[src/rtl/ps2mct_pkg.sv]
// Shared constants, widths and word layouts of the PS/2 mouse cursor tracker.
package ps2mct_pkg;

   // Screen geometry in text cells and fine units per cell.
   localparam int SCREEN_COLS = 80;
   localparam int SCREEN_ROWS = 25;
   localparam int X_STEP      = 8;
   localparam int Y_STEP      = 16;

   localparam int X_LIMIT = SCREEN_COLS * X_STEP;
   localparam int Y_LIMIT = SCREEN_ROWS * Y_STEP;

   // Internal widths at full precision.
   localparam int POS_X_W = $clog2(X_LIMIT + 1);
   localparam int POS_Y_W = $clog2(Y_LIMIT + 1);
   localparam int COL_W   = $clog2(SCREEN_COLS + 1);
   localparam int ROW_W   = $clog2(SCREEN_ROWS + 1);
   localparam int DELTA_W = 9;
   localparam int SUM_X_W = ((POS_X_W > DELTA_W) ? POS_X_W : DELTA_W) + 2;
   localparam int SUM_Y_W = ((POS_Y_W > DELTA_W) ? POS_Y_W : DELTA_W) + 2;

   // Constant division by reciprocal multiply: exact for every value below 2**POS_*_W.
   localparam int    X_DIV_SH = POS_X_W + $clog2(X_STEP);
   localparam int    Y_DIV_SH = POS_Y_W + $clog2(Y_STEP);
   localparam longint X_DIV_M = ((longint'(1) << X_DIV_SH) + X_STEP - 1) / X_STEP;
   localparam longint Y_DIV_M = ((longint'(1) << Y_DIV_SH) + Y_STEP - 1) / Y_STEP;
   localparam int    MUL_X_W = POS_X_W + 2;
   localparam int    MUL_Y_W = POS_Y_W + 2;

   // Header byte layout.
   localparam logic [7:0] HDR_OVERFLOW_MASK = 8'hC0;
   localparam logic [7:0] HDR_ACK           = 8'hFA;
   localparam logic [7:0] HDR_BUTTONS_MASK  = 8'h07;
   localparam int         HDR_ALWAYS_ONE    = 3;
   localparam int         HDR_X_SIGN        = 4;
   localparam int         HDR_Y_SIGN        = 5;

   // Port word widths.
   localparam int REQ_DATA_W = 8;
   localparam int RSP_DATA_W = 48;
   localparam int PTR_X_W    = 10;
   localparam int PTR_Y_W    = 9;
   localparam int OUT_COL_W  = 7;
   localparam int OUT_ROW_W  = 5;

   // One complete movement packet handed from the framer to the tracker.
   typedef struct packed {
      logic               valid;
      logic [DELTA_W-1:0] dx;
      logic [DELTA_W-1:0] dy;
      logic               button;
   } pkt_type;

   // Result word, last field in the lowest bits.
   typedef struct packed {
      logic [2:0]           pad;
      logic                 button_down;
      logic                 cell_changed;
      logic [OUT_ROW_W-1:0] prev_row;
      logic [OUT_COL_W-1:0] prev_col;
      logic [OUT_ROW_W-1:0] cell_row;
      logic [OUT_COL_W-1:0] cell_col;
      logic [PTR_Y_W-1:0]   pointer_y;
      logic [PTR_X_W-1:0]   pointer_x;
   } rsp_data_type;

endpackage

[src/rtl/ps2mct_frame.sv]
// Byte framer: checks the header and assembles three bytes into one movement packet.
module ps2mct_frame (
   input  logic                               clock,
   input  logic                               reset,
   input  logic                               req_tvalid,
   output logic                               req_tready,
   input  logic [ps2mct_pkg::REQ_DATA_W-1:0]  req_tdata,
   input  logic                               pkt_take,
   output ps2mct_pkg::pkt_type                pkt
);
   import ps2mct_pkg::*;

   typedef enum logic [1:0] {
      PH_HEADER,
      PH_DELTA_X,
      PH_DELTA_Y
   } phase_type;

   phase_type  phase_ff, phase_in;
   logic [7:0] header_ff, header_in;
   logic [7:0] delta_x_ff, delta_x_in;
   pkt_type    pkt_ff, pkt_in;
   logic       accept;
   logic       header_ok;

   // Header and delta X words never touch the packet register, so they flow even while
   // a finished packet waits.
   assign req_tready = (phase_ff != PH_DELTA_Y) || !pkt_ff.valid || pkt_take;
   assign accept     = req_tvalid && req_tready;
   assign header_ok  = ((req_tdata & HDR_OVERFLOW_MASK) == 8'h00) &&
                       req_tdata[HDR_ALWAYS_ONE] && (req_tdata != HDR_ACK);
   assign pkt        = pkt_ff;

   always_comb begin
      phase_in   = phase_ff;
      header_in  = header_ff;
      delta_x_in = delta_x_ff;
      pkt_in     = pkt_ff;
      if (pkt_take) begin
         pkt_in.valid = 1'b0;
      end
      if (accept) begin
         case (phase_ff)
            PH_DELTA_X: begin
               delta_x_in = req_tdata;
               phase_in   = PH_DELTA_Y;
            end
            PH_DELTA_Y: begin
               phase_in      = PH_HEADER;
               pkt_in.valid  = 1'b1;
               pkt_in.dx     = {header_ff[HDR_X_SIGN], delta_x_ff};
               pkt_in.dy     = {header_ff[HDR_Y_SIGN], req_tdata};
               pkt_in.button = (header_ff & HDR_BUTTONS_MASK) != 8'h00;
            end
            default: begin
               // Header phase; the unused phase code behaves the same way.
               if (header_ok) begin
                  header_in = req_tdata;
                  phase_in  = PH_DELTA_X;
               end else begin
                  phase_in = PH_HEADER;
               end
            end
         endcase
      end
   end

   always_ff @(posedge clock) begin
      if (reset) begin
         phase_ff     <= PH_HEADER;
         header_ff    <= 8'h00;
         delta_x_ff   <= 8'h00;
         pkt_ff.valid <= 1'b0;
      end else begin
         phase_ff     <= phase_in;
         header_ff    <= header_in;
         delta_x_ff   <= delta_x_in;
         pkt_ff.valid <= pkt_in.valid;
      end
      pkt_ff.dx     <= pkt_in.dx;
      pkt_ff.dy     <= pkt_in.dy;
      pkt_ff.button <= pkt_in.button;
   end

endmodule

[src/rtl/ps2mct_track.sv]
// Pointer tracker: moves and clamps the position, finds the text cell and holds the result word.
module ps2mct_track (
   input  logic                              clock,
   input  logic                              reset,
   input  ps2mct_pkg::pkt_type               pkt,
   output logic                              pkt_take,
   output logic                              rsp_tvalid,
   input  logic                              rsp_tready,
   output logic [ps2mct_pkg::RSP_DATA_W-1:0] rsp_tdata
);
   import ps2mct_pkg::*;

   logic [POS_X_W-1:0] pos_x_ff, pos_x_in;
   logic [POS_Y_W-1:0] pos_y_ff, pos_y_in;
   logic [COL_W-1:0]   shown_col_ff, col_in;
   logic [ROW_W-1:0]   shown_row_ff, row_in;
   logic               rsp_valid_ff;
   rsp_data_type       rsp_data_ff, rsp_data_in;

   logic signed [SUM_X_W-1:0] nx;
   logic signed [SUM_Y_W-1:0] ny;
   logic [2*MUL_X_W-1:0]      prod_x;
   logic [2*MUL_Y_W-1:0]      prod_y;
   logic                      load;

   assign pkt_take   = pkt.valid && (!rsp_valid_ff || rsp_tready);
   assign load       = pkt_take;
   assign rsp_tvalid = rsp_valid_ff;
   assign rsp_tdata  = rsp_data_ff;

   always_comb begin
      nx = $signed(SUM_X_W'(pos_x_ff)) + $signed({{(SUM_X_W-DELTA_W){pkt.dx[DELTA_W-1]}}, pkt.dx});
      ny = $signed(SUM_Y_W'(pos_y_ff)) - $signed({{(SUM_Y_W-DELTA_W){pkt.dy[DELTA_W-1]}}, pkt.dy});

      if (nx[SUM_X_W-1]) begin
         pos_x_in = '0;
      end else if ($unsigned(nx) >= SUM_X_W'(X_LIMIT)) begin
         pos_x_in = POS_X_W'(X_LIMIT - 1);
      end else begin
         pos_x_in = POS_X_W'($unsigned(nx));
      end

      if (ny[SUM_Y_W-1]) begin
         pos_y_in = '0;
      end else if ($unsigned(ny) >= SUM_Y_W'(Y_LIMIT)) begin
         pos_y_in = POS_Y_W'(Y_LIMIT - 1);
      end else begin
         pos_y_in = POS_Y_W'($unsigned(ny));
      end

      // Cell index is the position divided by the cell size, done as a reciprocal multiply.
      prod_x = (2*MUL_X_W)'(pos_x_in) * (2*MUL_X_W)'(MUL_X_W'(X_DIV_M));
      prod_y = (2*MUL_Y_W)'(pos_y_in) * (2*MUL_Y_W)'(MUL_Y_W'(Y_DIV_M));
      col_in = COL_W'(prod_x >> X_DIV_SH);
      row_in = ROW_W'(prod_y >> Y_DIV_SH);

      rsp_data_in.pad          = '0;
      rsp_data_in.pointer_x    = PTR_X_W'(pos_x_in);
      rsp_data_in.pointer_y    = PTR_Y_W'(pos_y_in);
      rsp_data_in.cell_col     = OUT_COL_W'(col_in);
      rsp_data_in.cell_row     = OUT_ROW_W'(row_in);
      rsp_data_in.prev_col     = OUT_COL_W'(shown_col_ff);
      rsp_data_in.prev_row     = OUT_ROW_W'(shown_row_ff);
      rsp_data_in.cell_changed = (col_in != shown_col_ff) || (row_in != shown_row_ff);
      rsp_data_in.button_down  = pkt.button;
   end

   always_ff @(posedge clock) begin
      if (reset) begin
         pos_x_ff     <= '0;
         pos_y_ff     <= '0;
         shown_col_ff <= '0;
         shown_row_ff <= '0;
         rsp_valid_ff <= 1'b0;
      end else begin
         if (load) begin
            pos_x_ff     <= pos_x_in;
            pos_y_ff     <= pos_y_in;
            shown_col_ff <= col_in;
            shown_row_ff <= row_in;
            rsp_valid_ff <= 1'b1;
         end else if (rsp_tready) begin
            rsp_valid_ff <= 1'b0;
         end
      end
      if (load) begin
         rsp_data_ff <= rsp_data_in;
      end
   end

endmodule

[src/rtl/ps2_mouse_cursor_tracker.sv]
// Top level of the PS/2 mouse cursor tracker: byte framer followed by the pointer tracker.
// The third byte of a packet goes into the packet register, then its word into the result register on rsp_tdata.
// Throughput: one input byte per cycle while req_tready is high; a packet of three bytes yields one result word.
// The packet register and the result register each take a new word when the next stage frees.
// Synchronous active-high reset returns to the header phase, pointer and cell at zero.
module ps2_mouse_cursor_tracker (
   input  logic                              clock,
   input  logic                              reset,
   input  logic                              req_tvalid,
   output logic                              req_tready,
   // data_byte [7:0]
   input  logic [ps2mct_pkg::REQ_DATA_W-1:0] req_tdata,
   output logic                              rsp_tvalid,
   input  logic                              rsp_tready,
   // pointer_x [9:0], pointer_y [18:10], cell_col [25:19], cell_row [30:26],
   // prev_col [37:31], prev_row [42:38], cell_changed [43], button_down [44], zero [47:45]
   output logic [ps2mct_pkg::RSP_DATA_W-1:0] rsp_tdata
);
   import ps2mct_pkg::*;

   pkt_type pkt;
   logic    pkt_take;

   ps2mct_frame u_frame (
      .clock      (clock),
      .reset      (reset),
      .req_tvalid (req_tvalid),
      .req_tready (req_tready),
      .req_tdata  (req_tdata),
      .pkt_take   (pkt_take),
      .pkt        (pkt)
   );

   ps2mct_track u_track (
      .clock      (clock),
      .reset      (reset),
      .pkt        (pkt),
      .pkt_take   (pkt_take),
      .rsp_tvalid (rsp_tvalid),
      .rsp_tready (rsp_tready),
      .rsp_tdata  (rsp_tdata)
   );

endmodule

[config.mk]
export PLATFORM = sky130hd
export DESIGN_NAME = ps2_mouse_cursor_tracker
export DESIGN_NICKNAME = d
export VERILOG_FILES = /design/src/rtl/ps2mct_pkg.sv /design/src/rtl/ps2mct_frame.sv /design/src/rtl/ps2mct_track.sv /design/src/rtl/ps2_mouse_cursor_tracker.sv
export SDC_FILE = /design/constraint.sdc
export NUM_CORES = 1
export LEC_CHECK = 0
export BUFFER_PORTS_ARGS = -buffer_cell sky130_fd_sc_hd__buf_2
export CAP_MARGIN = 30
export CORE_MARGIN = 2
export CORE_UTILIZATION = 60
export DETAILED_ROUTE_END_ITERATION = 8
export GPL_TIMING_DRIVEN = 1
export HOLD_SLACK_MARGIN = 0.02
export PLACE_DENSITY_LB_ADDON = 0.05
export SLEW_MARGIN = 40
export SYNTH_ARGS = -nofsm -noshare
export SYNTH_HDL_FRONTEND = slang
export SYNTH_SLANG_ARGS = --single-unit
[constraint.sdc]
create_clock -name clock -period 9.9 [get_ports clock]
set_clock_uncertainty 0.05 [all_clocks]
set_input_delay 0.99 -clock clock [delete_from_list [all_inputs] [get_ports clock]]
set_output_delay 0.99 -clock clock [all_outputs]
set_load 0.02 [all_outputs]
==> key figures <==
Critical path
  • CP required: 9950 ps
  • CP Launch Type: register
  • Reg2Reg Setup Slack: 5970 ps
  • Worst Reg2Reg Path Length in Cells: 10
  • Critical path type: register to register
  • Worst-path maximum fanout: 8
  • Crit end category: register
  • CP arrival: 3980 ps
  • Reg2reg end: u_track.rsp_tdata[43]
  • Critical R2R Launch: u_frame.pkt[18]

Die
  • Row cnt: 31
  • Core footprint: 0.00733 mm^2
  • Overall die height: 91.3 um
  • Die ar.: 0.00833 mm^2
  • Initial Utilization: 62.3%
  • Width of the chip: 91.3 um
  • Io pins: 62

Synth
  • Most frequent cell after synthesis: edfxtp_1
  • Mapped Cells: 443
  • Synth top area cells: edfxtp_1 34%, dfxtp_1 16%, ha_1 6.3%, a21oi_1 3.9%, nand2_1 3.9%
  • Avg Inst Size Synth: 10.3 um^2
  • Post-synthesis sequential area ratio: 49.9%
  • Primary FF master, synth: edfxtp_1
  • Post-synth EDFFs: 52
  • Synth top area share: 34.2%
  • Area leader, netlist: edfxtp_1
  • Synthesized cell area: 0.00457 mm^2
  • Seq cells post-synth: 88
  • Async S/R FF share, synth: 0%
  • Yosys cell types: 61
  • Most frequent cells after synthesis: 52 x edfxtp_1, 47 x nand2_1, 43 x nor2_1
  • Synth warn: 0

Final layout
  • Share of layout cells above drive strength 1: 18.1%
  • ANT cells: 0
  • Post-Layout Cell Count: 590
  • Filler cells: 570
  • Seq. cell area: 0.00228 mm^2
  • Area occupied by multi-input gates: 0.00202 mm^2
  • Nets@finish: 523
  • Area delta synth->final: 9.96%

Power
  • Clock Power Share: 38.1%
  • Reg power frac: 59.2%
  • Pwr/cell area: 130 mW/mm^2
  • Final Power: 0.653 mW
  • P_leak: 2.01 nW
  • Combinational share of power: 2.6%
  • P_sw: 0.144 mW
  • Cell internal pwr: 0.508 mW
  • Sw Ratio: 22.1%
  • Peak supply drop: 0.000118 V

Detailed routing
  • Drt total wl: 9140 um
  • Routed Antenna Nets: 0
  • 1st-pass router iterations: 5
  • Total number of vias: 3365
  • Via density: 5.70
  • DRC Markers: 0
  • Drt wl/cell: 15.5 um
  • Initial DRC Count: 251

Run
  • Max-cap violations: 0

Hold path
  • Worst Hold Path Cells: 0
  • WHS Endpoint: u_track.rsp_tdata[44]
  • Worst min path class: register to register
  • Hold path start: u_frame.pkt[0]

Timing
  • Worst-Margin Slew: 757 ps
  • Achievable frequency: 255 MHz
  • Final number of hold-violating endpoints: 0
  • # setup viols final: 0
  • Fin. max-slew vios: 0
  • Part of the cycle the worst path needs: 39.7%
  • Fin Setup TNS: 0 ps
  • Unrepaired setup endpoints after global routing: no
  • Slew HR: 49.5%
  • Hold WS: 387 ps
  • Final min period: 3930 ps

Global routing
  • Initial antenna violation count: 0
  • Top Usage Layer GRT: met2
  • Overflow after GRT: 0
  • GRT Overall Usage: 23.1%
  • Met3 usage: 5.06%
  • First-pass GRT wire length: 15300 um
  • Met1 Use GR: 33.8%
  • GR Layer Usage met2: 35.3%
  • Largest net degree at the start of global routing: 54
  • Vias in the first global route: 3072

Clock network
  • CTS resizes: 0
  • Setup repair bufs after CTS: 0
  • Cts-stage hold buffer count: 0
  • # H-tree levels: 3
  • Clock Latency Late Sink: 360 ps
  • Max clock buf depth: 2
  • Root Buffer: clkbuf_8
  • Total clock sinks: 88
  • TritonCTS clock tree: done
  • Clock transition at path regs: 100 ps
  • CTS buffer count: 9

Place
  • Detailed Place HPWL: 6640 um
  • GPL Wtd Cong: 0.896
  • Placed cell count: 574
  • Input/output buffers: 58

Status
  • Run status: finished, final reports clean
worst max path at each step:
stage | endpoint | slack (ps) | startpoint | depth (start not counted)
after floorplan | u_track.rsp_tdata[43] | 6370 | u_frame.pkt[18] | 10
final | u_track.rsp_tdata[43] | 5970 | u_frame.pkt[18] | 10
after global placement | u_track.rsp_tdata[43] | 6120 | u_frame.pkt[18] | 10
after CTS | u_track.rsp_tdata[43] | 5990 | u_frame.pkt[18] | 10
after global routing | u_track.rsp_tdata[43] | 5690 | u_frame.pkt[18] | 10
after detailed placement | u_track.rsp_tdata[43] | 6000 | u_frame.pkt[18] | 10
cells by family after synthesis:
| kind of cell | synth area share [%] |
|---|---|
| buffers and inverters | 6.05 |
| other | 0.0820 |
| adders and majority gates | 7.17 |
| AOI/OAI and AO/OA | 15.8 |
| muxes | 3.28 |
| xor gates and xnor gates | 4.00 |
| and+or+nand+nor | 13.7 |
| DFF | 49.9 |
flip-flops by register name, indices dropped and copies added (netlist names):
register / cells
u_track.rsp_tdata: 33
u_frame.phase_ff: 2
u_track.rsp_tvalid: 1
u_track.pos_y_ff: 4
u_track.shown_col_ff: 7
u_frame.header_ff: 5
u_track.pos_x_ff: 3
u_track.shown_row_ff: 5
u_frame.delta_x_ff: 8
u_frame.pkt: 20
placed cells by master (no fill, tap or decap), types with 5 or more instances in the layout:
master and instances:
a21oi_1 36, clkbuf_8 9, dfxtp_1 36, xnor2_1 12
nor3_1 7, mux2i_1 15, a21o_1 5, xor2_1 7
nor2_1 43, a211oi_1 5, ha_1 23, edfxtp_1 52
o21ai_0 11, nor2b_1 5, nand2_1 47, inv_1 27
o21a_1 9, nand3_1 9, buf_2 58
stage by stage:
step	utilization, %	cell area, um^2	setup slack, ps
after floorplan	-	4580	6370
after global placement	65.9	4830	6120
after detailed placement	65.9	4830	6000
after CTS	68.5	5020	5990
after global routing	68.6	5030	5690
final	68.6	5030	5970
worst max-delay path, stage by stage, from the launching register on:
cell,delay (ps)
edfxtp_1,540
ha_1,460
and3_1,280
nand2_1,80
a21o_2,200
a221oi_2,450
a21oi_1,170
nor2_1,370
nor2_1,80
or4_1,470
or4_1,520
power by group through the flow:
stage | registers (mW) | clock network [mW] | logic [mW]
after floorplan | 0.395 | 0 | 0.0118
after global placement | 0.395 | 0 | 0.0168
after detailed placement | 0.395 | 0 | 0.0172
after CTS | 0.387 | 0.250 | 0.0172
after global routing | 0.387 | 0.266 | 0.0191
final | 0.387 | 0.249 | 0.0173
final cells by class:
class	count	share of cell area [%]
Clock buffer	9	2.46
Clock inverter	7	1.39
Inverter	28	2.09
Multi-Input combinational cell	300	40.3
Sequential cell	88	45.4
Tap cell	99	2.46
Timing Repair Buffer	59	5.92
layer usage:
layer / up-vias / share of wire [%]
li1: 1653 / -
met1: 1582 / 48
met2: 118 / 45
met3: 12 / 5.5
met4: 0 / 1.4
met5: - / 0
(Power assumes the default switching activity.)
